===== config.mk =====
export PLATFORM = sky130hd
export DESIGN_NAME = gvs_queue
export DESIGN_NICKNAME = d
export VERILOG_FILES = /design/src/gvs_pkg.sv /design/src/gvs_queue.sv
export SDC_FILE = /design/constraint.sdc
export NUM_CORES = 1
export LEC_CHECK = 0
export ABC_AREA = 1
export BUFFER_PORTS_ARGS = -buffer_cell sky130_fd_sc_hd__buf_2
export CAP_MARGIN = 20
export CORE_MARGIN = 2
export CORE_UTILIZATION = 47
export DETAILED_ROUTE_END_ITERATION = 8
export PLACE_DENSITY = 0.8
export RECOVER_POWER = 100
export REMOVE_ABC_BUFFERS = 1
export SLEW_MARGIN = 25
export SYNTH_ARGS = -nofsm -noshare
export SYNTH_HDL_FRONTEND = slang
export SYNTH_SLANG_ARGS = --single-unit

===== constraint.sdc =====
create_clock -name clk -period 6.59 [get_ports clk]
set_input_delay 0 -clock clk [delete_from_list [all_inputs] [get_ports clk]]
set_output_delay 0 -clock clk [all_outputs]
set_load 0.005 [all_outputs]

===== src/gvs_pkg.sv =====
`timescale 1ns / 1ps
// ----------------------------------------------------------------------------
// gvs_pkg
// Shared types, widths and tables for the gradient value shader.
// ----------------------------------------------------------------------------
package gvs_pkg;

  localparam int FRAC_BITS     = 16;
  localparam int CORDIC_STAGES = 16;

  localparam int PW   = 24;              // pixel coordinate width
  localparam int DW   = PW + 1;          // offset from centre
  localparam int UW   = FRAC_BITS + 28;  // rotated, scaled coordinate
  localparam int GW   = UW + 2;          // shape value
  localparam int HW   = (UW + 1) / 2;    // low half of a multiplier operand
  localparam int HHW  = UW - HW;         // high half
  localparam int MW   = 2 * UW;          // full product
  localparam int NW   = MW + 1;          // sum of two products
  localparam int RW   = NW + (NW % 2);   // radicand, even
  localparam int SQ   = RW / 2;          // root bits, one per stage
  localparam int REMW = SQ + 2;
  localparam int CORW = DW + 16 + 3;     // CORDIC x/y
  localparam int ZW   = 34;              // CORDIC angle, Q0.32 turns
  localparam int ATAN_ENTRIES = 24;

  typedef enum logic [2:0] {
    SHAPE_LINEAR, SHAPE_CIRCLE, SHAPE_MINXY, SHAPE_MAXXY,
    SHAPE_DIAMOND, SHAPE_SQRTXY, SHAPE_CONIC, SHAPE_ZERO
  } shape_t;

  typedef enum logic [2:0] {
    REG_ORG_X, REG_ORG_Y, REG_INV_RADIUS, REG_ROT_COS,
    REG_ROT_SIN, REG_START_TURNS, REG_SHAPE_MODE
  } reg_idx_t;

  typedef struct packed {
    logic signed [23:0] org_x;
    logic signed [23:0] org_y;
    logic        [23:0] inv_radius;
    logic signed [17:0] rot_cos;
    logic signed [17:0] rot_sin;
    logic signed [17:0] start_turns;
    shape_t             shape;
  } cfg_t;

  typedef struct packed {
    logic signed [UW-1:0] u;
    logic signed [UW-1:0] v;
    logic signed [DW-1:0] dx;
    logic signed [DW-1:0] dy;
  } item_t;

  // atan(2^-i) in Q0.32 turns
  function automatic logic [31:0] atan_turns(input int i);
    logic [31:0] r;
    case (i)
      0: r = 32'd536870912;   1: r = 32'd316933405;   2: r = 32'd167458907;
      3: r = 32'd85004756;    4: r = 32'd42667331;    5: r = 32'd21354465;
      6: r = 32'd10680350;    7: r = 32'd5340245;     8: r = 32'd2670163;
      9: r = 32'd1335086;     10: r = 32'd667544;     11: r = 32'd333772;
      12: r = 32'd166886;     13: r = 32'd83443;      14: r = 32'd41721;
      15: r = 32'd20860;      16: r = 32'd10430;      17: r = 32'd5215;
      18: r = 32'd2607;       19: r = 32'd1303;       20: r = 32'd651;
      21: r = 32'd325;        22: r = 32'd162;        23: r = 32'd81;
      default: r = 32'd0;
    endcase
    return r;
  endfunction

endpackage


===== src/gvs_queue.sv =====
`timescale 1ns / 1ps
// ----------------------------------------------------------------------------
// gvs_queue
// Two-entry queue between the coordinate front end and the shape back end.
// ----------------------------------------------------------------------------
module gvs_queue (
  input  logic           clk,
  input  logic           rst_n,
  input  logic           push_valid,
  output logic           push_ready,
  input  gvs_pkg::item_t push_item,
  output logic           pop_valid,
  input  logic           pop_ready,
  output gvs_pkg::item_t pop_item
);
  import gvs_pkg::*;

  localparam logic [1:0] QDEPTH = 2'd2;

  item_t      mem_r [2];
  logic       wr_r, rd_r;
  logic [1:0] cnt_r, cnt_nxt;
  logic       push, pop;

  assign push_ready = cnt_r != QDEPTH;
  assign pop_valid  = cnt_r != 2'd0;
  assign push       = push_valid && push_ready;
  assign pop        = pop_valid && pop_ready;
  assign pop_item   = mem_r[rd_r];

  always_comb begin
    cnt_nxt = cnt_r;
    if (push && !pop) begin
      cnt_nxt = cnt_r + 2'd1;
    end else if (pop && !push) begin
      cnt_nxt = cnt_r - 2'd1;
    end
  end

  always_ff @(posedge clk) begin
    if (!rst_n) begin
      cnt_r <= '0;
      wr_r  <= 1'b0;
      rd_r  <= 1'b0;
    end else begin
      cnt_r <= cnt_nxt;
      if (push) wr_r <= !wr_r;
      if (pop)  rd_r <= !rd_r;
    end
  end

  always_ff @(posedge clk) begin
    if (push) mem_r[wr_r] <= push_item;
  end

`ifndef SYNTHESIS
  a_cnt_bound: assert property (@(posedge clk) disable iff (!rst_n)
    cnt_r != 2'd3) else $error("queue count out of range");
  a_push_cnt: assert property (@(posedge clk) disable iff (!rst_n)
    (push && !pop) |=> cnt_r == $past(cnt_r) + 2'd1) else $error("push lost");
  a_ptr_sync: assert property (@(posedge clk) disable iff (!rst_n)
    (cnt_r == 2'd0 || cnt_r == QDEPTH) |-> wr_r == rd_r)
    else $error("queue pointers disagree with count");
`endif

endmodule


==> results.ini <==
[yosys]
postSynthCellCount = 466
ys.warnings.count = 0
synth.area.top_cells = edfxtp_1, mux2_2, buf_6, dfxtp_1, nand2_1
synth_top_area_frac = 0.8090
yosys_most_used_dff = edfxtp_1
synth_area_per_cell_um2 = 21.98
synth_seq_area_share = 0.8188
netlist_area_um2 = 10240
async_flop_share = 0
synth_edf_count = 276
ys_seq_elements = 281
yosys.area.top_type = edfxtp_1
synth_most_common_cell = edfxtp_1
yosys-top-cells-count = edfxtp_1, mux2_2, buf_6
post_synth_num_cell_types = 14

[setup_path]
cpMostUsedCell = nand2_1
r2r_setup_slack_ns = 2.78
startpoint = cnt_r[0]$_SDFFE_PN0P_
required_ns = 6.67
crit_fanout = 58
crit_type = reg2reg
r2r_start = cnt_r[0]$_SDFFE_PN0P_
cp.arrival_ns = 3.89
path_cells = inv_1, nand2_1, nand2_1, nor2_1, clkbuf_1
start_kind = flip-flop
rr_worst_depth = 5
cp-end-kind = flip-flop
crit_path_end = mem_r[1][110]$_DFFE_PP_
worst_path_max_delay_cell = clkbuf_1
r2r_end = mem_r[1][110]$_DFFE_PP_
crit_path_max_incr_delay_ns = 2.36

[clock_tree]
h-tree-depth = 1
cts-root-buf = clkbuf_16
path_clk_slew_ns = 0.06
cts_made_buffers = 29
clk_latency_ns = 0.54
cts_sinks = 281
cts_tree = done
cts_max_path_buffers = 3

[min_path]
hold_start = push_item[10]
hold_path.class = in2reg

[route]
wl_per_cell_um = 18.53
vias = 6025
wirelength_um = 22540
viasPerCell = 4.955
drt_iter0_markers = 285
drtPass1Iterations = 4
drc = 0
ant_nets = 0

[timing]
fmax_mhz = 262.3
finalHoldViolCount = 0
skew_ns = 0.02191
maxSlewHeadroom = -1.218
fin_crit_sh = 0.5786
period_minus_slack_ns = 3.813
finalHoldWorstSlack_ns = 0.1826
tightestPinTransition_ns = 3.328
maxSlewViolCount = 174
rsz0062_at_grt = no
finalSetupViolCount = 0
fin_ws_ns = 2.777

[floorplan]
initial_core_util = 0.4738
die_h_um = 151.6
rows = 54
die_area_um2 = 22990
core_um2 = 21620
die_w_um = 151.6
ios = 282

[global_route]
grtUsageTotal = 0.1867
grt_pass1_vias = 6422
antenna_found_initial = 1
grt-ovfl-total = 0
grt_max_degree = 81
grt_pass1_wl_um = 32640

[placed_design]
dp_slack_ns = 4.132
gp_congestion = 0.7555
hpwl_um = 12450
io_buffers = 281
place_area_um2 = 11910

[power]
power.switching_mw = 1.250
p_comb_frac = 0.197
power_switching_share = 0.2561
leakage_nw = 4.797
ir_drop_v = 0.0003450
clkPwrFrac = 0.320
p_total_mw = 4.881
internal-power_mw = 3.631
power_frac_seq = 0.483
power_density_nw_per_um2 = 349.6

[finish]
seqCellArea_um2 = 8388
nets = 1055
multi_input_area_um2 = 1664
fillers = 1555
fin_area_um2 = 13960
drive_gt1_frac = 0.2663
post-route-util = 0.6458
syn2layout_area_growth_pct = 36.28

[status]
violations = capacitance limit, slew limit
outcome = finished with violations

[run]
maxCapViolations = 3

==> flip-flops by register name, summed over array words and instances (netlist names), named ones only <==
| signal | flops |
|---|---|
| cnt_r | 2 |
| mem_r | 276 |
| rd_r | 1 |
| wr_r | 1 |
==> layout by cell type (no fill, tap or decap) <==
master / netlist / layout
diode_2: 0 / 1
buf_1: 0 / 2
nand2_1: 9 / 9
nand4_1: 1 / 1
clkbuf_1: 0 / 221
clkbuf_8: 0 / 1
clkbuf_2: 0 / 2
mux2_2: 138 / 136
edfxtp_1: 276 / 276
inv_6: 0 / 2
inv_1: 8 / 8
mux2_1: 0 / 2
buf_2: 1 / 67
clkinvlp_4: 0 / 1
buf_4: 0 / 3
ha_1: 1 / 1
dfxtp_1: 5 / 5
clkbuf_16: 0 / 29
clkinv_8: 0 / 1
a21oi_1: 1 / 1
buf_6: 14 / 1
nor2_1: 8 / 8
clkinv_1: 0 / 5
clkinv_2: 0 / 4
o21ai_0: 2 / 2
nand3_1: 1 / 1
o21a_1: 1 / 1
bufinv_16: 0 / 2
dlygate4sd3_1: 0 / 143
==> worst max-delay path: cells and delay by family, from the launching register on <==
family	cells	cell delay (ns)
buffers and inverters	2	2.48
DFF	1	0.36
and+or+nand+nor	3	0.43
==> logic make-up after synthesis <==
kind of cell | Yosys count | share of synthesized area
DFF | 281 | 0.8188
muxes | 138 | 0.1517
buffers and inverters | 23 | 0.01881
and+or+nand+nor | 19 | 0.007328
AOI/OAI and AO/OA | 4 | 0.002198
adders and majority gates | 1 | 0.001221
==> power by group through the flow <==
stage	combinational (mW)	clock [mW]	sequential (mW)
final	0.963	1.56	2.36
after global routing	1.05	1.66	2.38
after CTS	1.01	1.59	2.35
after detailed placement	0.933	0	2.39
after global placement	0.927	0	2.37
after floorplan	0.512	0	2.45
==> cell type report <==
class	instances	area share
Multi-Input combinational cell	162	0.1192
Timing Repair Buffer	430	0.1872
Clock buffer	39	0.05538
Tap cell	280	0.02509
Clock inverter	15	0.01004
Antenna cell	1	0.0001792
Sequential cell	281	0.6008
Inverter	8	0.002151
==> how the worst min path moves through the flow <==
stage                                         to  depth (start not counted)  slack, ns
after detailed placement   mem_r[0][6]$_DFFE_PP_                          1       0.19
after CTS                 mem_r[1][10]$_DFFE_PP_                          2       0.16
after global routing      mem_r[1][45]$_DFFE_PP_                          2       0.17
final                     mem_r[0][10]$_DFFE_PP_                          2       0.18
after global placement    mem_r[1][36]$_DFFE_PP_                          1       0.19
after floorplan            mem_r[0][0]$_DFFE_PP_                          0        0.1
==> per-layer routing <==
layer,GRT usage,part of all wire,vias up
li1,-,-,2732
met1,0.2107,0.37,2984
met2,0.3484,0.53,260
met3,0.04072,0.070,49
met4,0.06435,0.028,0
met5,0,0,-
==> through the flow <==
stage                     instances  TNS [ns]
final                          1216         0
after global routing           1216         0
after CTS                      1215         0
after detailed placement       1018         0
after global placement         1018         0
after floorplan                 451   -101.78
==> what timing repair did <==
| item | in CTS | in global routing |
|---|---|---|
| hold buffers | 143 | 0 |
| resized for setup | 0 | 0 |
| endpoints found under the hold margin | 281 | 0 |
| buffers inserted | 0 | 0 |
No activity file was read; power rests on OpenSTA's default activity.
